[src/rtl/sga_pkg.sv]
// Shared types, constants and fixed-point helpers for the gradient accumulator.
`default_nettype none
package sga_pkg;

  localparam int FRAC_BITS = 16;
  // Dividend magnitude width: |num| * 2^FRAC_BITS
  localparam int MAG_W     = 32 + FRAC_BITS;
  // Divisor magnitude width: covers den and N << (32 - FRAC_BITS)
  localparam int DIVS_W    = (48 - FRAC_BITS > 32) ? 48 - FRAC_BITS : 32;
  localparam int DSHIFT    = 32 - FRAC_BITS;
  localparam int CNT_W     = $clog2(MAG_W + 1);
  localparam int SAT_W     = 72;
  localparam logic [35:0] FOURPI_Q32 = 36'd53972150818;

  localparam logic [2:0] REG_QUERY_X = 3'd0;
  localparam logic [2:0] REG_QUERY_Y = 3'd1;
  localparam logic [2:0] REG_QUERY_Z = 3'd2;
  localparam logic [2:0] REG_SAMPLES = 3'd3;
  localparam logic [2:0] REG_GUARD   = 3'd4;

  typedef struct packed {
    logic signed [31:0] query_x;
    logic signed [31:0] query_y;
    logic signed [31:0] query_z;
    logic [15:0]        sample_count;
    logic [15:0]        guard_threshold;
  } cfg_t;

  typedef struct packed {
    logic signed [31:0] qx;
    logic signed [31:0] qy;
    logic signed [31:0] qz;
    logic signed [31:0] nx;
    logic signed [31:0] ny;
    logic signed [31:0] nz;
    logic signed [31:0] rad;
    logic signed [31:0] ybas;
    logic signed [31:0] gx;
    logic signed [31:0] gy;
    logic signed [31:0] gz;
    logic               fin;
  } item_t;

  typedef struct packed {
    logic              start;
    logic              neg;
    logic [MAG_W-1:0]  dvd;
    logic [DIVS_W-1:0] dvs;
  } div_req_t;

  typedef enum logic [5:0] {
    ST_IDLE, ST_SQ0, ST_SQ1, ST_SQ2, ST_SQ3, ST_SQRT, ST_FACT, ST_CHK_R,
    ST_DOT0, ST_DOT1, ST_DOT2, ST_DOT3, ST_COS, ST_CHK_C,
    ST_RR0, ST_RR1, ST_DEN0, ST_DEN1,
    ST_NUM0, ST_NUM1, ST_NUM2, ST_GDIV, ST_GMUL0, ST_GMUL1,
    ST_IN0, ST_IN1, ST_IN2, ST_IN3, ST_IN4, ST_DONE
  } st_t;

  function automatic logic signed [31:0] sat32(input logic signed [SAT_W-1:0] v);
    logic [SAT_W-32:0] hi;
    hi = v[SAT_W-1:31];
    if ((&hi) || (~|hi)) begin
      sat32 = v[31:0];
    end else if (v[SAT_W-1]) begin
      sat32 = 32'sh8000_0000;
    end else begin
      sat32 = 32'sh7fff_ffff;
    end
  endfunction

  function automatic logic [31:0] absu32(input logic signed [31:0] v);
    absu32 = v[31] ? 32'(-v) : 32'(v);
  endfunction

endpackage
`default_nettype wire

[src/rtl/sga_front.sv]
// Front end: takes sample transfers, forms q = s - query and queues the sample.
`default_nettype none
module sga_front (
  input  wire                 in_valid,
  output logic                in_stall,
  input  wire  signed [31:0]  in_source_x,
  input  wire  signed [31:0]  in_source_y,
  input  wire  signed [31:0]  in_source_z,
  input  wire  signed [31:0]  in_normal_x,
  input  wire  signed [31:0]  in_normal_y,
  input  wire  signed [31:0]  in_normal_z,
  input  wire  signed [31:0]  in_radiance,
  input  wire  signed [31:0]  in_basis_value,
  input  wire  signed [31:0]  in_basis_grad_x,
  input  wire  signed [31:0]  in_basis_grad_y,
  input  wire  signed [31:0]  in_basis_grad_z,
  input  wire                 in_final_sample,
  input  sga_pkg::cfg_t       cfg,
  input  wire                 q_full,
  output logic                q_push,
  output sga_pkg::item_t      q_item
);
  import sga_pkg::*;

  logic signed [32:0] dx, dy, dz;

  always_comb begin
    dx = 33'(in_source_x) - 33'(cfg.query_x);
    dy = 33'(in_source_y) - 33'(cfg.query_y);
    dz = 33'(in_source_z) - 33'(cfg.query_z);
    q_item.qx   = sat32(SAT_W'(dx));
    q_item.qy   = sat32(SAT_W'(dy));
    q_item.qz   = sat32(SAT_W'(dz));
    q_item.nx   = in_normal_x;
    q_item.ny   = in_normal_y;
    q_item.nz   = in_normal_z;
    q_item.rad  = in_radiance;
    q_item.ybas = in_basis_value;
    q_item.gx   = in_basis_grad_x;
    q_item.gy   = in_basis_grad_y;
    q_item.gz   = in_basis_grad_z;
    q_item.fin  = in_final_sample;
  end

  assign in_stall = q_full;
  assign q_push   = in_valid & ~q_full;

endmodule
`default_nettype wire

[config.mk]
export PLATFORM = sky130hd
export DESIGN_NAME = sga_front
export DESIGN_NICKNAME = d
export VERILOG_FILES = /design/src/rtl/sga_pkg.sv /design/src/rtl/sga_front.sv
export SDC_FILE = /design/constraint.sdc
export NUM_CORES = 1
export LEC_CHECK = 0
export BUFFER_PORTS_ARGS = -buffer_cell sky130_fd_sc_hd__buf_2
export CAP_MARGIN = 20
export CORE_AREA = 2 2 331 333
export DETAILED_ROUTE_END_ITERATION = 8
export DIE_AREA = 0 0 333 335
export PLACE_DENSITY_LB_ADDON = 0.12
export SETUP_SLACK_MARGIN = 0.3
export SLEW_MARGIN = 25
export SYNTH_ARGS = -nofsm -noshare
export SYNTH_HDL_FRONTEND = slang
export SYNTH_SLANG_ARGS = --single-unit
[constraint.sdc]
create_clock -name vclk -period 3.7
set_clock_uncertainty 0.05 [all_clocks]
set_input_delay 0 -clock vclk [all_inputs]
set_output_delay 0 -clock vclk [all_outputs]
set_load 0.05 [all_outputs]
Word-level counts from Yosys, hierarchy flattened --
Cells that the tools add are included.
Word-level totals: bits in registers 0
Operators by class: add/subtract/negate cells 3, multiplexer cells 6, bitwise operators 2, reductions and logical operators 12
Operator list (count):
- 32-bit two-way mux | 6
- 32-bit by 32-bit subtractor with 33-bit output | 3
- 2-bit AND reduction | 3
- 2-bit OR reduction | 3
- 1-bit logical NOT | 3
- 1-bit logical OR | 3
- 1-bit bitwise AND | 1
- 1-bit NOT | 1

Logic depth before layout (Yosys ltp) --
depth in word-level cells 5, mapped depth 15, depth with buffers taken out 12

Worst setup path after synthesis --
OpenSTA, ideal clock, no wires.
path type in2out, start input port cfg[34] (netlist bit), end output port q_item[275] (netlist bit), arrival time 3491 ps, data required time 3650 ps, setup slack 159 ps, stages 12, path buffers 1, cell sequence inv_1 ha_1 o211a_1 o31a_1 o41a_1 a221o_2 a41oi_2 o31ai_1 xnor2_2 nor2_1 buf_2 o21ai_0
RTL lines:
- from (decl) | line sga_front.sv:18 | input sga_pkg::cfg_t cfg,
- to (decl) | line sga_front.sv:21 | output sga_pkg::item_t q_item

==> impl_metrics.ini <==
[finish]
area_growth_pct = 52.6
ff_latch_area_sq_um = 0
final_common_cell = buf_2
final_nets = 2064
fillCellCount = 12700
layout.cells.non_filler = 2894
final.clkbuf_count = 0
diodes = 0
finish.utilization_pct = 11.3
drive_gt1_share_pct = 24.5
n_sequential_cell = 0
final_cell_mix = buf_2 (268), dlygate4sd3_1 (257), inv_1 (123)

[route]
drt_iter0_markers = 277
ant_nets = 0
wl_per_cell_um = 13.6
via_per_inst = 3.13
finalWirelength_mm = 39.4
dr.pass1.iters = 4
vias = 9070
remaining_drc_errors = 0

[synthesis]
yosysWarnings = 0
synth_area_sq_um = 8040
synth_nets = 1774
synth.top_cell.area_share_pct = 24.2
syn_inst = 1192
yosys-top-cells-area = buf_4 (24%), ha_1 (15%), a21oi_1 (6.8%)
syn_avg_cell_area_sq_um = 6.74
synth_top_area_cell = buf_4
synth_seq_area_share_pct = 0
ys_types = 72

[floorplan]
row_count = 121
die_w_um = 333
ios = 838
dieArea_sq_um = 112000
start_util_pct = 7.44
coreArea_sq_um = 108000
fp.dieH_um = 335

[setup_path]
critical_path_class = in -> out
worst_setup_path_start_kind = primary input
required_ns = 3.65
cp_top_family = compound AO/OA/AOI/OAI gates
critical_path_buf_inv_count = 3
cpMostUsedCell = buf_2
worstPathCellList = buf_2, ha_1, nand2_1, or4b_1, o21ai_2, a21oi_2, o2111ai_2, a211oi_4, or2_0, o31a_1, buf_12, a21oi_1, buf_2
cp-end-kind = primary output
crit_path_top_delay_cell = or4b_1
arrival_ns = 3.25
cp_slowest_stage_delay_ns = 0.53
cp_max_fo = 18

[pwr]
seq_power_share_pct = 0
p_leak_uw = 0.00549
swShare_pct = 71.2
power.switching_uw = 2710
ir_worst_vdd_v = 0.000116
powerDensity_nw_per_um2 = 311
pwr-share-comb_pct = 100.0
clkPwrFrac_pct = 0
p_int_uw = 1100

[grt]
grt_pass1_wl_mm = 56.9
grt_pass1_vias = 9407
grt_use_met2_pct = 12.1
gr-usage-all-layers_pct = 6.31
top_usage_layer = met2
use_met3_pct = 0.526
met1_usage_pct = 7.97
grt_start_max_net_pins = 24
grt_antenna_before_repair = 1
overflow = 0

[sta]
setup_viol = 0
clock.fmax_ghz = 0.303
slew_headroom_pct = 57.5
finalCritPeriodShare_pct = 89.2
finalWorstSetupSlack_ns = 0.399
rsz0062_at_grt = false
worst_slew_pin_slew_ns = 0.631
tns_ns = 0
final_max_slew_viol_count = 0
layout_min_cycle_time_ns = 3.30
hold_viol = 0

[placement]
port_buffers = 292
hpwl_mm = 32.7
dp_slack_ns = 0.0741
dp.cells = 2635
gp_congestion = 0.730

[worst_hold_path]
hold_path_class = in -> out

[run]
drv_cap = 0

[status]
status = finished, final reports clean
-- final timing paths --
check	startpoint	end	depth (start not counted)
min	q_full	in_stall	2
max	in_source_x[13]	q_item[323]	13
-- per-layer routing --
| layer | share of wire [%] | wire length (um) | vias up |
|---|---|---|---|
| met3 | 4.2 | 1640 | 8 |
| met2 | 53 | 20700 | 373 |
| met1 | 43 | 16900 | 4230 |
| li1 | - | - | 4457 |
| met4 | 0.36 | 142 | 2 |
| met5 | 0.018 | 7 | - |
-- cell families after synthesis --
family	share of synthesized area, %
buffers and inverters	31.8
AO/OA/AOI/OAI	29.9
AND/OR/NAND/NOR	12.7
adder cells (fa/ha/maj)	16.2
XOR/XNOR	8.70
multiplexers	0.623
-- through the flow --
stage | cell area [sq um] | total power (uW) | hold slack [ns]
floorplan | 8050 | 2850 | 0.117
global placement | 9510 | 3040 | -0.0497
detailed placement | 9510 | 3020 | -0.0497
CTS | 12100 | 3810 | 0.255
global route | 12300 | 4050 | 0.256
finish | 12300 | 3810 | 0.254
-- final cells by class --
cell class,count,area (sq um),area share [%]
Timing Repair Buffer,585,4430,36.1
Tap cell,1414,1770,14.4
Inverter,123,462,3.76
Multi-Input combinational cell,772,5610,45.7
-- repair_timing --
item	in CTS	in global routing
setup endpoints to repair	32	89
endpoints found under the hold margin	257	0
hold buffers	257	0
gates resized for setup	5	44
buffers inserted	0	2
pin swaps	0	5
-- cell usage after synthesis (11+ instances only) --
master	count
inv_1	123
nand2_1	60
o211ai_1	11
clkbuf_1	29
nand4_1	13
nor3_1	11
buf_4	259
a21oi_1	109
xnor2_1	46
nand3_1	16
nor2_1	44
a21o_1	43
o21ai_0	100
ha_1	96
nor2b_1	12
xor2_1	32
nand2b_1	13
o21a_1	18
-- power by group through the flow --
stage                     clock network, uW  registers, uW  logic (uW)
after floorplan                           0              0        2850
after global placement                    0              0        3040
after detailed placement                  0              0        3020
after CTS                                 0              0        3810
after global routing                      0              0        4050
final                                     0              0        3810
Note: power is estimated with default switching activity, not from simulation.
