File: src/rtl/sga_pkg.sv
// Shared types, constants and fixed-point helpers for the gradient accumulator.
`default_nettype none
package sga_pkg;

  localparam int FRAC_BITS = 16;
  // Dividend magnitude width: |num| * 2^FRAC_BITS
  localparam int MAG_W     = 32 + FRAC_BITS;
  // Divisor magnitude width: covers den and N << (32 - FRAC_BITS)
  localparam int DIVS_W    = (48 - FRAC_BITS > 32) ? 48 - FRAC_BITS : 32;
  localparam int DSHIFT    = 32 - FRAC_BITS;
  localparam int CNT_W     = $clog2(MAG_W + 1);
  localparam int SAT_W     = 72;
  localparam logic [35:0] FOURPI_Q32 = 36'd53972150818;

  localparam logic [2:0] REG_QUERY_X = 3'd0;
  localparam logic [2:0] REG_QUERY_Y = 3'd1;
  localparam logic [2:0] REG_QUERY_Z = 3'd2;
  localparam logic [2:0] REG_SAMPLES = 3'd3;
  localparam logic [2:0] REG_GUARD   = 3'd4;

  typedef struct packed {
    logic signed [31:0] query_x;
    logic signed [31:0] query_y;
    logic signed [31:0] query_z;
    logic [15:0]        sample_count;
    logic [15:0]        guard_threshold;
  } cfg_t;

  typedef struct packed {
    logic signed [31:0] qx;
    logic signed [31:0] qy;
    logic signed [31:0] qz;
    logic signed [31:0] nx;
    logic signed [31:0] ny;
    logic signed [31:0] nz;
    logic signed [31:0] rad;
    logic signed [31:0] ybas;
    logic signed [31:0] gx;
    logic signed [31:0] gy;
    logic signed [31:0] gz;
    logic               fin;
  } item_t;

  typedef struct packed {
    logic              start;
    logic              neg;
    logic [MAG_W-1:0]  dvd;
    logic [DIVS_W-1:0] dvs;
  } div_req_t;

  typedef enum logic [5:0] {
    ST_IDLE, ST_SQ0, ST_SQ1, ST_SQ2, ST_SQ3, ST_SQRT, ST_FACT, ST_CHK_R,
    ST_DOT0, ST_DOT1, ST_DOT2, ST_DOT3, ST_COS, ST_CHK_C,
    ST_RR0, ST_RR1, ST_DEN0, ST_DEN1,
    ST_NUM0, ST_NUM1, ST_NUM2, ST_GDIV, ST_GMUL0, ST_GMUL1,
    ST_IN0, ST_IN1, ST_IN2, ST_IN3, ST_IN4, ST_DONE
  } st_t;

  function automatic logic signed [31:0] sat32(input logic signed [SAT_W-1:0] v);
    logic [SAT_W-32:0] hi;
    hi = v[SAT_W-1:31];
    if ((&hi) || (~|hi)) begin
      sat32 = v[31:0];
    end else if (v[SAT_W-1]) begin
      sat32 = 32'sh8000_0000;
    end else begin
      sat32 = 32'sh7fff_ffff;
    end
  endfunction

  function automatic logic [31:0] absu32(input logic signed [31:0] v);
    absu32 = v[31] ? 32'(-v) : 32'(v);
  endfunction

endpackage
`default_nettype wire

File: src/rtl/sga_fifo.sv
// Two-entry sample queue between the front end and the sequencer.
`default_nettype none
module sga_fifo (
  input  wire             clk,
  input  wire             rst_n,
  input  wire             push,
  input  sga_pkg::item_t  push_item,
  input  wire             pop,
  output sga_pkg::item_t  head_item,
  output logic            full,
  output logic            empty
);
  import sga_pkg::*;

  item_t      mem_r [2];
  logic       wr_ptr_r, rd_ptr_r;
  logic [1:0] cnt_r;

  always_ff @(posedge clk) begin
    if (!rst_n) begin
      wr_ptr_r <= 1'b0;
      rd_ptr_r <= 1'b0;
      cnt_r    <= 2'd0;
    end else begin
      if (push) wr_ptr_r <= ~wr_ptr_r;
      if (pop)  rd_ptr_r <= ~rd_ptr_r;
      cnt_r <= cnt_r + 2'(push) - 2'(pop);
    end
  end

  always_ff @(posedge clk) begin
    if (push) mem_r[wr_ptr_r] <= push_item;
  end

  assign head_item = mem_r[rd_ptr_r];
  assign full      = cnt_r[1];
  assign empty     = (cnt_r == 2'd0);

endmodule
`default_nettype wire

File: config.mk
export PLATFORM = sky130hd
export DESIGN_NAME = sga_fifo
export DESIGN_NICKNAME = d
export VERILOG_FILES = /design/src/rtl/sga_pkg.sv /design/src/rtl/sga_fifo.sv
export SDC_FILE = /design/constraint.sdc
export NUM_CORES = 1
export LEC_CHECK = 0
export BUFFER_PORTS_ARGS = -buffer_cell sky130_fd_sc_hd__buf_2
export CORE_AREA = 5 5 273 275
export CTS_CLUSTER_SIZE = 24
export DETAILED_ROUTE_END_ITERATION = 16
export DIE_AREA = 0 0 278 280
export GPL_ROUTABILITY_DRIVEN = 0
export GPL_TIMING_DRIVEN = 0
export MAX_ROUTING_LAYER = met4
export SLEW_MARGIN = 20
export SYNTH_ARGS = -nofsm -noshare
export SYNTH_HDL_FRONTEND = slang
export SYNTH_SLANG_ARGS = --single-unit
File: constraint.sdc
create_clock -name clk -period 40.5 [get_ports clk]
set_input_delay 6.075 -clock clk [delete_from_list [all_inputs] [get_ports clk]]
set_output_delay 6.075 -clock clk [all_outputs]
set_load 0.01 [all_outputs]
# After elaboration in Yosys (flattened, before gate mapping)
# Memories as Yosys holds them, arrays and structs flattened. A register that Yosys moved wholly into a read port is not among the register bits.
# Index checks and enable logic that the tools add are counted.
# op_classes
addsub	2
mux	4
bitwise	2
reduce_logical	1
# ops
cell	n
$mux W1	4
$add A2 B1 Y2	1
$logic_not A2 Y1	1
$not A1 Y1	2
$sub A2 B1 Y2	1
# totals
register_bits	4
ramBits	706
input_bits	357
output_inout_bits	355
wordCells	13
mem_count	1
# memory_table
memory	depth	width	rd	rd_clocked_by_memory_dff	wr	line	text
mem_r	2	353	1	1	1	sga_fifo.sv:15	item_t mem_r [2];

# Longest topological paths before layout
# logic_depth
word_depth	3
ltp_mapped	6

# Worst setup path before layout
# No wires, ideal clock.
# synth_path
path_type	input -> register
from	input push
to	register wr_ptr_r
setup_time_ns	0.131
arrival_time_ns	22.363
required_time_ns	40.369
setup_slack_ns	18.006
cell_stages	2
path_buffers	0
cell_sequence	nor2b_1 o21a_1
# synth_rtl
item	line	text
from (decl)	sga_fifo.sv:6	input wire push,
to (signal assigned)	sga_fifo.sv:25	if (push) wr_ptr_r <= ~wr_ptr_r;
to (decl)	sga_fifo.sv:16	logic wr_ptr_r, rd_ptr_r;

==> impl_summary.txt <==
----------------------------------------------------
[Setup path]
  Crit path DAT ... 2180 ps
  Crit path largest cell delay ... 440 ps
  Type of element launching the critical path ... flip-flop
  Series of cell instances along the critical path ... buf_2 > buf_2 > mux2_2 > buf_2
  Maximum fanout along the worst path ... 10
  Top cell by count, worst path ... sky130_fd_sc_hd__buf_2
  Internal reg-to-reg setup slack ... 38100 ps
  Setup crit end kind ... primary output
  Required time at the endpoint of the critical path ... 34420 ps
  Slowest stage cell on the critical path ... sky130_fd_sc_hd__buf_2
  Critical path type ... flip-flop to primary output
  Crit-path leading delay family ... buffers and inverters
  Count of buffer and inverter cells on the critical path ... 3

[Power and ir drop]
  Cell leakage power ... 0.01317 uW
  Fraction of power consumed by combinational cells ... 11.4%
  Cell internal pwr ... 1345 uW
  Power Total ... 1731 uW
  Power dissipated by switching net loads ... 385.7 uW
  Clock network fraction of total power ... 38.9%
  Power Dens Cells ... 50.58 mW/mm^2
  Sw frac ... 22.28%
  Proportion of power drawn by flip-flops and latches ... 49.7%
  VDD IR max ... 0.03949 mV

[Clock tree]
  Clock buffers created by TritonCTS ... 77
  Clk_lat worst skew ... 600 ps
  Root Driver ... sky130_fd_sc_hd__clkbuf_16
  Number of H-tree branching levels ... 3
  Number of clock sinks seen by CTS ... 711
  Setup repair bufs after CTS ... 0
  Number of gates resized after CTS ... 0
  Number of buffers between clock root and the deepest sink ... 3
  Clock-pin slew reported for the worst setup and hold paths after clock tree synthesis ... 60 ps
  CTS hold repair buffers ... 0
  CTS tree ... yes

[Status]
  Status ... complete, no violations

[Cells and area]
  Layout Area Growth over Synthesis ... 29.89%
  Nets@finish ... 2292
  Fill cell count ... 6231
  Fraction of layout cells with a size suffix above 1 ... 62.06%

[Timing]
  Clock Skew ... 20.19 ps
  Final worst path period need ... 8259 ps
  Unrepaired setup endpoints after global routing ... false
  Relative max-transition margin ... 70.03%
  Count of endpoints failing hold in the final timing report ... 0
  Highest achievable clock rate ... 0.1211 GHz
  Final setup margin ... 32240 ps
  Final number of max-transition violations ... 0
  Least-Margin Pin Slew ... 449.6 ps
  Final setup violation count ... 0
  Post-Route Setup TNS ... 0 ps
  Post-route clock period utilization ... 20.39%

[Hold path]
  Tightest Hold Check Type ... flip-flop to flip-flop

[Synth]
  Number of distinct library cells after synthesis ... 15
  Number of standard cells after synthesis ... 1118
  Share of synthesized flip-flops with an asynchronous set or reset ... 0%
  Sequential cell area fraction in the yosys report ... 80.84%
  Cell taking the most area after synthesis ... sky130_fd_sc_hd__edfxtp_1
  Compound-Gate Fraction of Synth Area ... 0.02849%
  Most frequent cells after synthesis ... sky130_fd_sc_hd__edfxtp_1, sky130_fd_sc_hd__mux2_2, sky130_fd_sc_hd__mux2_4, sky130_fd_sc_hd__buf_2, sky130_fd_sc_hd__buf_6
  Count of flip-flops with a built-in enable after synthesis ... 706
  Total number of yosys warnings ... 0
  Mean cell area of the mapped netlist ... 23.57 sq um
  Post-Synth XOR/XNOR Area ... 0.1187%
  Top flip-flop cell by instance count after synthesis ... sky130_fd_sc_hd__edfxtp_1
  Synth Area in Adders ... 0.09497%
  Simple-gate share of the synthesized area ... 0.1804%
  Mux cell area share after synthesis ... 17.51%
  Most common cell in the synthesized netlist ... sky130_fd_sc_hd__edfxtp_1
  Dominant combinational cell family by area after synthesis ... multiplexers
  Number of synthesized register bits ... 711
  Synthesized Nets ... 1477
  Post-synthesis instance area ... 0.02635 sq mm
  Share of the synthesized area in the top cell type ... 80.46%
  Cell types with the largest area share after synthesis ... sky130_fd_sc_hd__edfxtp_1, sky130_fd_sc_hd__mux2_4, sky130_fd_sc_hd__mux2_2

[Die]
  I/O pin total ... 712
  Die area ... 0.07784 sq mm
  Effective utilization at floorplan ... 36.55%
  Width of the die ... 278 microns
  # rows ... 99
  Placeable core region ... 0.07209 sq mm
  Die boundary height ... 280 microns

[Global route]
  GRT overflow ... 0
  Global-route wire length before repair ... 90790 microns
  Overall track demand over capacity in global routing ... 15.95%
  Largest net degree at the start of global routing ... 53
  Number of global-route vias before repair ... 14.66k
  Initial antenna violation count ... 20

[Route]
  Number of design-rule violations left by the first detailed-router iteration ... 528
  First-pass iteration count of the detailed router ... 4
  Number of vias after detailed routing ... 13.48k
  Drc violations ... 0
  Routed wire per std cell ... 21.31 microns
  Post-detailed-route via-to-cell ratio ... 4.536
  Post-route antenna net violation count ... 0
  Final wirelength ... 63320 microns

[Run]
  Total of max-cap violations ... 0

[Placed design]
  Detailed Place HPWL ... 47260 microns
  Port Buffer Count ... 711
  Worst slack after detailed placement ... 32220 ps

----------------------------------------------------
## final cells by class
class | count | area (sq um) | share of cell area [%]
Buffer | 39 | 316.6 | 0.9249
Sequential cell | 711 | 21300 | 62.24
Tap cell | 959 | 1200 | 3.506
Clock buffer | 94 | 2033 | 5.941
Multi-Input combinational cell | 366 | 4735 | 13.83
Inverter | 2 | 7.507 | 0.02194
Timing Repair Buffer | 736 | 4156 | 12.14
Antenna cell | 22 | 55.05 | 0.1609
Clock inverter | 42 | 420.4 | 1.228
## path summary, 6_finish.rpt
check,end,startpoint,depth (start not counted)
worst max-delay path,head_item[88],flip-flop,4
worst min-delay path,rd_ptr_r,rd_ptr_r,2
worst max register to register,mem_r[1][267],wr_ptr_r,5
worst min register to register,rd_ptr_r,rd_ptr_r,2
## worst min-delay path: stages (launching register included)
cell                      delay (ps)
sky130_fd_sc_hd__dfxtp_1         330
sky130_fd_sc_hd__xor2_1           70
sky130_fd_sc_hd__and2_1          140
## flip-flops by register name (all words and copies together) (netlist names), named ones only
name,flops
rd_ptr_r,1
cnt_r,2
wr_ptr_r,1
mem_r,706
## metrics by stage
| stage | util [%] | cell area (sq um) | cells | hold slack (ps) |
|---|---|---|---|---|
| 2_1_floorplan | - | 26350 | 1118 | 554.6 |
| 3_3_place_gp | 43.15 | 31110 | 2788 | 568.4 |
| 3_5_place_dp | 43.99 | 31720 | 2813 | 571.8 |
| 4_1_cts | 47.40 | 34170 | 2949 | 586.8 |
| 5_1_grt | 47.46 | 34210 | 2967 | 630.2 |
| 6_report | 47.47 | 34220 | 2971 | 587.8 |
## cells by family after synthesis
kind of cell	after synthesis
simple gates	8
buf+inv	41
compound gates	1
mux	353
xor+xnor	2
fa+ha+maj	2
flops	711
## layout by cell type (no fill, tap or decap), drive strengths merged, types with 2 or more instances in the layout
cell type  count
bufinv         6
ha             2
nor2b          3
buf          775
dfxtp          5
edfxtp       706
and2           4
inv            5
diode         22
clkbuf        94
mux2         353
clkinv        32
## power groups by stage
| stage | Combinational, uW | Sequential [uW] | Clock, uW |
|---|---|---|---|
| floorplan | 107 | 891 | 0 |
| global placement | 189 | 903 | 0 |
| detailed placement | 201 | 876 | 0 |
| CTS | 202 | 860 | 697 |
| global route | 210 | 862 | 729 |
| finish | 197 | 860 | 674 |
## routing by layer
| metal | GRT usage (%) | share of wire [%] | up-vias |
|---|---|---|---|
| li1 | - | - | 6156 |
| met4 | 6.061 | 2.9 | 0 |
| met5 | - | 0 | - |
| met3 | 5.126 | 8.0 | 105 |
| met1 | 16.71 | 35 | 6732 |
| met2 | 28.19 | 54 | 483 |
No activity file was read; power rests on OpenSTA's default activity.
