`config.mk`:
```
export PLATFORM = sky130hd
export DESIGN_NAME = sga_div
export DESIGN_NICKNAME = d
export VERILOG_FILES = /design/src/rtl/sga_pkg.sv /design/src/rtl/sga_div.sv
export SDC_FILE = /design/constraint.sdc
export NUM_CORES = 1
export LEC_CHECK = 0
export BUFFER_PORTS_ARGS = -buffer_cell sky130_fd_sc_hd__buf_2
export CAP_MARGIN = 20
export CORE_MARGIN = 1.5
export CORE_UTILIZATION = 45
export CTS_CLUSTER_DIAMETER = 80
export DETAILED_ROUTE_END_ITERATION = 12
export PLACE_DENSITY = 0.63
export SETUP_SLACK_MARGIN = 0.5
export SLEW_MARGIN = 20
export SYNTH_ARGS = -nofsm -noshare
export SYNTH_HDL_FRONTEND = slang
export SYNTH_SLANG_ARGS = --single-unit
export TNS_END_PERCENT = 1
```
`constraint.sdc`:
```
create_clock -name clk -period 3.4 [get_ports clk]
set_input_delay 0 -clock clk [delete_from_list [all_inputs] [get_ports clk]]
set_output_delay 0 -clock clk [all_outputs]
set_load 0.05 [all_outputs]
```
`src/rtl/sga_pkg.sv`:
```
// Shared types, constants and fixed-point helpers for the gradient accumulator.
`default_nettype none
package sga_pkg;

  localparam int FRAC_BITS = 16;
  // Dividend magnitude width: |num| * 2^FRAC_BITS
  localparam int MAG_W     = 32 + FRAC_BITS;
  // Divisor magnitude width: covers den and N << (32 - FRAC_BITS)
  localparam int DIVS_W    = (48 - FRAC_BITS > 32) ? 48 - FRAC_BITS : 32;
  localparam int DSHIFT    = 32 - FRAC_BITS;
  localparam int CNT_W     = $clog2(MAG_W + 1);
  localparam int SAT_W     = 72;
  localparam logic [35:0] FOURPI_Q32 = 36'd53972150818;

  localparam logic [2:0] REG_QUERY_X = 3'd0;
  localparam logic [2:0] REG_QUERY_Y = 3'd1;
  localparam logic [2:0] REG_QUERY_Z = 3'd2;
  localparam logic [2:0] REG_SAMPLES = 3'd3;
  localparam logic [2:0] REG_GUARD   = 3'd4;

  typedef struct packed {
    logic signed [31:0] query_x;
    logic signed [31:0] query_y;
    logic signed [31:0] query_z;
    logic [15:0]        sample_count;
    logic [15:0]        guard_threshold;
  } cfg_t;

  typedef struct packed {
    logic signed [31:0] qx;
    logic signed [31:0] qy;
    logic signed [31:0] qz;
    logic signed [31:0] nx;
    logic signed [31:0] ny;
    logic signed [31:0] nz;
    logic signed [31:0] rad;
    logic signed [31:0] ybas;
    logic signed [31:0] gx;
    logic signed [31:0] gy;
    logic signed [31:0] gz;
    logic               fin;
  } item_t;

  typedef struct packed {
    logic              start;
    logic              neg;
    logic [MAG_W-1:0]  dvd;
    logic [DIVS_W-1:0] dvs;
  } div_req_t;

  typedef enum logic [5:0] {
    ST_IDLE, ST_SQ0, ST_SQ1, ST_SQ2, ST_SQ3, ST_SQRT, ST_FACT, ST_CHK_R,
    ST_DOT0, ST_DOT1, ST_DOT2, ST_DOT3, ST_COS, ST_CHK_C,
    ST_RR0, ST_RR1, ST_DEN0, ST_DEN1,
    ST_NUM0, ST_NUM1, ST_NUM2, ST_GDIV, ST_GMUL0, ST_GMUL1,
    ST_IN0, ST_IN1, ST_IN2, ST_IN3, ST_IN4, ST_DONE
  } st_t;

  function automatic logic signed [31:0] sat32(input logic signed [SAT_W-1:0] v);
    logic [SAT_W-32:0] hi;
    hi = v[SAT_W-1:31];
    if ((&hi) || (~|hi)) begin
      sat32 = v[31:0];
    end else if (v[SAT_W-1]) begin
      sat32 = 32'sh8000_0000;
    end else begin
      sat32 = 32'sh7fff_ffff;
    end
  endfunction

  function automatic logic [31:0] absu32(input logic signed [31:0] v);
    absu32 = v[31] ? 32'(-v) : 32'(v);
  endfunction

endpackage
`default_nettype wire

```
`src/rtl/sga_div.sv`:
```
// Radix-2 restoring divider, one quotient bit per cycle, truncating toward zero.
`default_nettype none
module sga_div (
  input  wire                          clk,
  input  wire                          rst_n,
  input  sga_pkg::div_req_t            req,
  output logic                         busy,
  output logic signed [sga_pkg::MAG_W:0] quot
);
  import sga_pkg::*;

  logic [MAG_W-1:0]  a_r;
  logic [DIVS_W-1:0] b_r;
  logic [DIVS_W-1:0] rem_r;
  logic              neg_r;
  logic              busy_r;
  logic [CNT_W-1:0]  cnt_r;
  logic [DIVS_W:0]   trial;
  logic              ge;

  assign trial = {rem_r, a_r[MAG_W-1]};
  assign ge    = (trial >= {1'b0, b_r});

  always_ff @(posedge clk) begin
    if (!rst_n) begin
      busy_r <= 1'b0;
      cnt_r  <= '0;
    end else if (req.start) begin
      busy_r <= 1'b1;
      cnt_r  <= CNT_W'(MAG_W);
    end else if (busy_r) begin
      cnt_r <= cnt_r - 1'b1;
      if (cnt_r == CNT_W'(1)) busy_r <= 1'b0;
    end
  end

  always_ff @(posedge clk) begin
    if (req.start) begin
      a_r   <= req.dvd;
      b_r   <= req.dvs;
      neg_r <= req.neg;
      rem_r <= '0;
    end else if (busy_r) begin
      rem_r <= ge ? DIVS_W'(trial - {1'b0, b_r}) : trial[DIVS_W-1:0];
      a_r   <= {a_r[MAG_W-2:0], ge};
    end
  end

  assign busy = busy_r;
  assign quot = neg_r ? -$signed({1'b0, a_r}) : $signed({1'b0, a_r});

endmodule
`default_nettype wire

```
=== Word level (Yosys, flattened, before mapping) ===
Index checks and enable logic that the tools add are counted.

* $add $sub $neg: 3
* $lt $le $gt $ge: 1
* Equal/unequal tests: 1
* Mux-type cells: 9
* Bitwise gates (word level): 1
* Reduce and logical (&&, ||, !) cells: 2

{| class="wikitable"
|+ Operators by type and width
! operator !! number
|-
| $mux 48 || 2
|-
| $mux 49 || 1
|-
| $neg 48->49 || 1
|-
| $ge 33x32->1 || 1
|-
| $mux 32 || 1
|-
| $sub 32x32->32 || 1
|-
| $mux 6 || 2
|-
| $eq 6x1->1 const B || 1
|-
| $sub 6x1->6 const B || 1
|-
| $mux 1 || 3
|-
| $reduce_bool 2->1 || 1
|-
| $reduce_or 2->1 || 1
|-
| $not 1->1 || 1
|}

* Register bits: 120
* Output and inout port bits: 50
* Word-level logic and storage cells: 24

=== Depth between registers and ports, before layout ===
Gate-level depths: netlist (run 1).

* Depth in word-level cells: 4
* Depth in mapped cells: 12
* Mapped depth without buffers: 11

=== Worst setup path after synthesis (run 1) ===
Ideal clock, no wire load.

* Kind: register -> output
* Start point: register a_r[9]
* End point: output port quot[42] (netlist name)
* Arrival time: 2.749 ns
* Data required time: 3.400 ns
* Slack: 0.651 ns
* Stages on the path, launching flop included: 9
* Path through: edfxtp_1 or4_4 nor4_4 a31oi_1 a21o_1 a21o_1 a21oi_2 o21ai_1 xor2_1

* Longest elaborated chain between the ends: 2

{| class="wikitable"
|+ Ends and longest elaborated chain
! element !! RTL line !! text
|-
| start, declared || sga_div.sv:12 || <nowiki>logic [MAG_W-1:0] a_r;</nowiki>
|-
| start signal, assigned || sga_div.sv:39 || <nowiki>a_r <= req.dvd;</nowiki>
|-
| start signal, assigned || sga_div.sv:45 || <nowiki>a_r <= {a_r[MAG_W-2:0], ge};</nowiki>
|-
| $neg 48->49 || sga_div.sv:50 || <nowiki>assign quot = neg_r ? -$signed({1'b0, a_r}) : $signed({1'b0, a_r});</nowiki>
|-
| $mux 49 || sga_div.sv:50 ||
|-
| end, declared || sga_div.sv:8 || <nowiki>output logic signed [sga_pkg::MAG_W:0] quot</nowiki>
|}

Every way passes these cells.

=== Worst setup path after layout (run 1) ===
* Start point: register a_r[9]
* End point: output port quot[23] (netlist name)

Same word-level chain as after synthesis.

==> impl_metrics.toml, run 1 <==
[placement]
gp_congestion = 0.8975
dp_hpwl_um = 14630
io_buffers = 133
post_dp_cell_area_um2 = 8822
post-place-cells = 1162

[detailed_routing]
wl_um = 21410
drtIter0Drc = 490
drc = 0
vias_per_cell = 5.543
num_vias = 7112
firstDrtPassIters = 5
ant_nets = 0
drt-wirelength-per-cell_um = 16.69

[synth]
syn_inst = 842
synth-seq-cells = 120
yosys_warnings = 0
syn_avg_cell_area_um2 = 9.492
synth_nets = 962
ys_types = 70
ys_seq_area_share_pct = 40.20
synth-edff-count = 81
synthArstFlopShare_pct = 0
ys.flop_type = "edfxtp_1"
syn_area_um2 = 7993

[floorplan]
die_w_um = 136.3
core_area_um2 = 17300
rows = 48
dieArea_um2 = 18570
initial_core_util_pct = 46.21
ios = 134
die_h_um = 136.3

[sta]
hold_viol = 0
finalCriticalPeriod_ns = 2.989
drv_slew = 0
worst_pin_slew_ns = 1.038
fmax_mhz = 334.6
slew_headroom_pct = 30.68
period_share_pct = 87.91
tns_ns = 0
setup_viol_count_final = 0
skew_ns = 0.008800
rsz0062_at_grt = "yes"

[setup_path]
crit_chain = "or4_4, nor4_4, nand3_1, or2_1, o31ai_1, xnor2_1, buf_2"
cp_slowest_stage_delay_ns = 0.59
cp.depth = 7
worstPathRequired_ns = 3.40
slowest_stage = "or4_4"
path_delay_family = "simple AND/OR/NAND/NOR gates"
start_kind = "flip-flop"
cp-end-kind = "primary output"
critPathArrivalTime_ns = 2.99
cp.buffers_inverters = 1
worstPathMaxFanout = 4
worst-r2r-cell-count = 12
path_class = "reg -> out"

[clocking]
cts_buffers = 17
htreeDepth = 4
clock_latency_ns = 0.42
clkTransAtPathRegs_ns = 0.06
ctsLongestPathBuffers = 2
cts_tree = "built"
cts.sinks = 120
cts-root-buf = "clkbuf_16"

[grt]
grt-ovfl-total = 0
groute.usage.overall_pct = 23.17
grt_pass1_wl_um = 33910
grt_max_degree = 78
grt_pass1_vias = 6794
antenna_found_initial = 0

[outcome]
status = "finished, final reports clean"

[power_and_ir_drop]
power.density_nw_per_um2 = 494.7
p_total_uw = 5130
ir_drop_v = 0.0003684
leakage_uw = 0.004125

[finish]
fillers = 1507
fin_nets = 1165
antenna_cells = 0
area_growth_pct = 29.76
final_common_cell = "buf_2"
final_cell_mix = "123 x buf_2, 82 x dlygate4sd3_1, 81 x edfxtp_1, 66 x nor2_1, 60 x nand2_1"
drive_gt1_share_pct = 24.48
postLayoutCellArea_um2 = 10370
fin_cells = 1283

[flow_run]
drv_cap = 0

[worst_hold_path]
hp-class = "in -> reg"
hold_depth = 1
metal layers:
layer	part of all wire [%]	track usage [%]	routed length [um]
met5	0	0	0
met4	1.6	7.565	340
met3	5.3	4.176	1138
met2	46	37.07	9824
met1	47	31.69	10110
cells by family after synthesis:
kind of cell / Yosys count / synth area share, %
DFF: 120 / 40.20
xor gates and xnor gates: 75 / 8.219
adders and majority gates: 36 / 5.730
and+or+nand+nor: 245 / 15.39
AOI/OAI and AO/OA: 219 / 18.77
buffers and inverters: 99 / 4.978
muxes: 48 / 6.716
cell usage after synthesis (5+ instances only):
library cell	instances	area share [%]
dfxtp_1	39	9.8
a31oi_1	6	0.47
clkbuf_1	25	1.2
o22ai_1	5	0.39
a21oi_1	39	2.4
or3_1	8	0.63
o21ai_0	53	3.3
nand4_1	13	1.0
edfxtp_1	81	30
a311oi_1	21	2.3
nor4_1	10	0.78
nor2_1	68	3.2
nor3_1	12	0.75
nand2b_1	5	0.39
a21o_1	14	1.3
a211oi_1	6	0.56
xor2_1	22	2.4
a21boi_0	6	0.56
inv_1	50	2.3
xnor2_1	53	5.8
nand3_1	35	2.2
buf_2	16	1.0
ha_1	35	5.5
o21a_1	8	0.75
o21bai_1	7	0.66
o31ai_1	13	1.2
mux2_2	45	6.3
nand2_1	60	2.8
metrics by stage:
step | util [%] | hold WS, ns | setup slack [ns]
5_1_grt | 59.96 | 0.08736 | 0.2173
6_report | 59.96 | 0.08557 | 0.4112
4_1_cts | 59.47 | 0.05976 | 0.3927
3_3_place_gp | 51.01 | 0.1761 | 0.4721
2_1_floorplan | - | 0.09887 | 0.6507
3_5_place_dp | 51.01 | 0.1781 | 0.4012
flip-flops by register name (all words and copies together), names as in the netlist:
| name | flops |
|---|---|
| rem_r | 32 |
| b_r | 32 |
| a_r | 48 |
| busy | 1 |
| neg_r | 1 |
| cnt_r | 6 |
path summary, 6_finish.rpt:
kind                    end  slack (ns)  startpoint
hold reg to reg   rem_r[22]        0.49   rem_r[22]
setup reg to reg  rem_r[17]        0.50     b_r[18]
setup / recovery   quot[23]        0.41      a_r[9]
hold / removal      b_r[17]        0.09     req[81]
power by group:
part,internal (uW),total [uW],switching [uW],leakage [uW]
logic,568,1570,1000,0.00273
clock network,1070,1730,657,0.000264
registers,1710,1830,120,0.00113
total,3350,5130,1780,0.00412
what timing repair did:
| item | CTS | global route |
|---|---|---|
| gates resized for setup | 15 | 9 |
| endpoints found under the hold margin | 88 | 0 |
| hold buffers | 82 | 0 |
| pin swaps | 1 | 3 |
| setup buffers | 3 | 3 |
| setup endpoints to repair | 46 | 57 |
| cloned | 0 | 1 |
final cells by class:
type / count / area (um^2) / share of cell area, %
Multi-Input combinational cell: 624 / 4469 / 43.09
Clock inverter: 13 / 130.1 / 1.255
Inverter: 52 / 195.2 / 1.882
Sequential cell: 120 / 3213 / 30.98
Timing Repair Buffer: 230 / 1649 / 15.90
Clock buffer: 19 / 432.9 / 4.174
Tap cell: 225 / 281.5 / 2.714
No activity file was read; power rests on OpenSTA's default activity.
==> run 2: changes to the inputs <==
Settings changed: CELL_PAD_IN_SITES_DETAIL_PLACEMENT set to 0, CELL_PAD_IN_SITES_GLOBAL_PLACEMENT set to 1, CORE_UTILIZATION 45 to 44, PLACE_DENSITY 0.63 to 0.78.
==> run 2 against run 1 <==
  * Flip-flop and latch count unchanged
  * Clock power up 12%
  * Clock skew about the same
  * Sequential power about the same
  * Core utilization down 1.5 points
  * Final cell count up 0.70%
  * Maximum frequency down 1.4%
  * Critical path type unchanged
  * Highest routed layer unchanged
==> impl_metrics.toml, run 2 (same netlist as run 1, synthesis figures left out) <==
[outcome]
status = "finished, final reports clean"

[placement]
place_ws_ns = 0.3753
io_buffers = 133
dp_hpwl_um = 15220
gp_congestion = 0.8668

[grt]
antenna_found_initial = 0
grt_max_degree = 115
grt-ovfl-total = 0
met2_usage_pct = 37.28
grt-busiest-layer = "met2"
groute.usage.overall_pct = 23.55
grt_pass1_wl_um = 34360
grt_pass1_vias = 6758
grt.met3_usage_pct = 4.709
gr-usage-met1_pct = 31.97

[setup_path]
cp-startpoint = "a_r[8]"
worst-r2r-cell-count = 11
crit_chain = "or4_4, nor4_4, a31oi_2, a21o_2, a21o_1, a21oi_2, o21ai_1, xor2_1, buf_4"
slowest_stage = "or4_4"
critPathArrivalTime_ns = 3.03
cp_slowest_stage_delay_ns = 0.58
worstReg2RegStart = "a_r[47]"
worstPathMaxFanout = 4
worstPathRequired_ns = 3.40
path_class = "reg -> out"
r2r_slack_ns = 0.44
cp-end-kind = "primary output"
start_kind = "flip-flop"
r2r-end = "rem_r[28]"

[floorplan]
rows = 49
die_w_um = 137.8
initial_core_util_pct = 44.65
die_h_um = 137.8
dieArea_um2 = 18980
core_area_um2 = 17900
ios = 134

[detailed_routing]
wl_um = 22150
ant_nets = 0
drt-wirelength-per-cell_um = 17.14
firstDrtPassIters = 5
num_vias = 7126
drtIter0Drc = 529
drc = 0
vias_per_cell = 5.515

[sta]
fmax_mhz = 329.8
drv_slew = 0
hold_viol = 0
skew_ns = 0.009224
worst_pin_slew_ns = 0.6064
slew_headroom_pct = 59.58
setup_slack_ns = 0.3675
finalCriticalPeriod_ns = 3.033
period_share_pct = 89.19
rsz0062_at_grt = "yes"
tns_ns = 0
setup_viol_count_final = 0

[finish]
largest_reg_flops = 48
top_register = "a_r"
drive_gt1_share_pct = 25.05
fin_nets = 1169
final_common_cell = "buf_2"
area_growth_pct = 30.96
fillers = 1604
final_cell_mix = "127 x buf_2, 82 x dlygate4sd3_1, 81 x edfxtp_1, 66 x nor2_1, 60 x nand2_1"
reg.largest.list = "a_r (48), b_r (32), rem_r (32)"

[clocking]
clock_latency_ns = 0.43
clkTransAtPathRegs_ns = 0.06
cts_tree = "built"
cts.sinks = 120
cts-root-buf = "clkbuf_16"
cts_buffers = 17
ctsLongestPathBuffers = 2
htreeDepth = 4

[power_and_ir_drop]
ir_drop_v = 0.0003856
leakage_uw = 0.004182
power.density_nw_per_um2 = 509.7

[worst_hold_path]
hold-path-endpoint = "rem_r[22]"
hold_path_startpoint = "req[81]"
hold_depth = 5
hp-class = "in -> reg"

[flow_run]
drv_cap = 0
-- run 2: changes by cell type in the layout (fill, tap and decap cells not counted), sizes merged --
cell / previous run / this run
buf: 146 / 153
bufinv: 2 / 4
clkbuf: 21 / 18
clkinvlp: 4 / 2
diode: 0 / 1
inv: 53 / 54
o21a: 10 / 9
-- run 2: layout make-up --
type	instances	area [um^2]	share of cell area, %
clock buffer	18	429.2	4.100
sequential	120	3214	30.71
timing repair buffer	235	1689	16.14
multi-input combinational	623	4453	42.54
antenna	1	2.502	0.02391
tap	229	286.5	2.737
clock inverter	14	197.7	1.889
inverter	52	195.2	1.865
-- run 2: critical path: cells and delay by family (launching register included) --
kind                      cells  cell delay, ns
and+or+nand+nor               2            0.84
buffers and inverters         1            0.23
DFF                           1            0.45
xor gates and xnor gates      1            0.19
AOI/OAI and AO/OA             5            0.90
-- run 2: layer usage --
metal	wire [um]	share of wire (%)
met3	1061	4.8
met2	10180	46
met5	0	0
met4	454	2.0
met1	10450	47
-- run 2: how the worst max path moves through the flow --
| stage | slack, ns | to |
|---|---|---|
| detailed placement | 0.38 | rem_r[12] |
| finish | 0.37 | quot[42] |
| CTS | 0.36 | quot[45] |
| global placement | 0.43 | rem_r[12] |
| global route | 0.21 | quot[45] |
| floorplan | 0.65 | quot[42] |
-- run 2: through the flow --
step	util, %	hold WS, ns	instances	power, uW	instance area [um^2]
after floorplan	-	0.09887	842	2949	7993
after global placement	49.59	0.1760	1171	3315	8879
after detailed placement	49.59	0.1781	1171	3319	8879
after CTS	58.00	0.08120	1287	5341	10380
after global routing	58.46	0.1174	1291	5588	10470
final	58.47	0.09476	1292	5335	10470
-- run 2: report_power, final --
group	switching [uW]	total, uW	internal (uW)
Combinational	1000	1570	568
Clock	697	1930	1230
Sequential	123	1840	1710
-- run 2: repair_timing --
action | CTS | global route
setup endpoints to repair | 46 | 63
pin swaps | 1 | 2
hold endpoints to repair | 88 | 0
setup buffers | 2 | 4
resized for setup | 11 | 7
hold buffers | 82 | 0
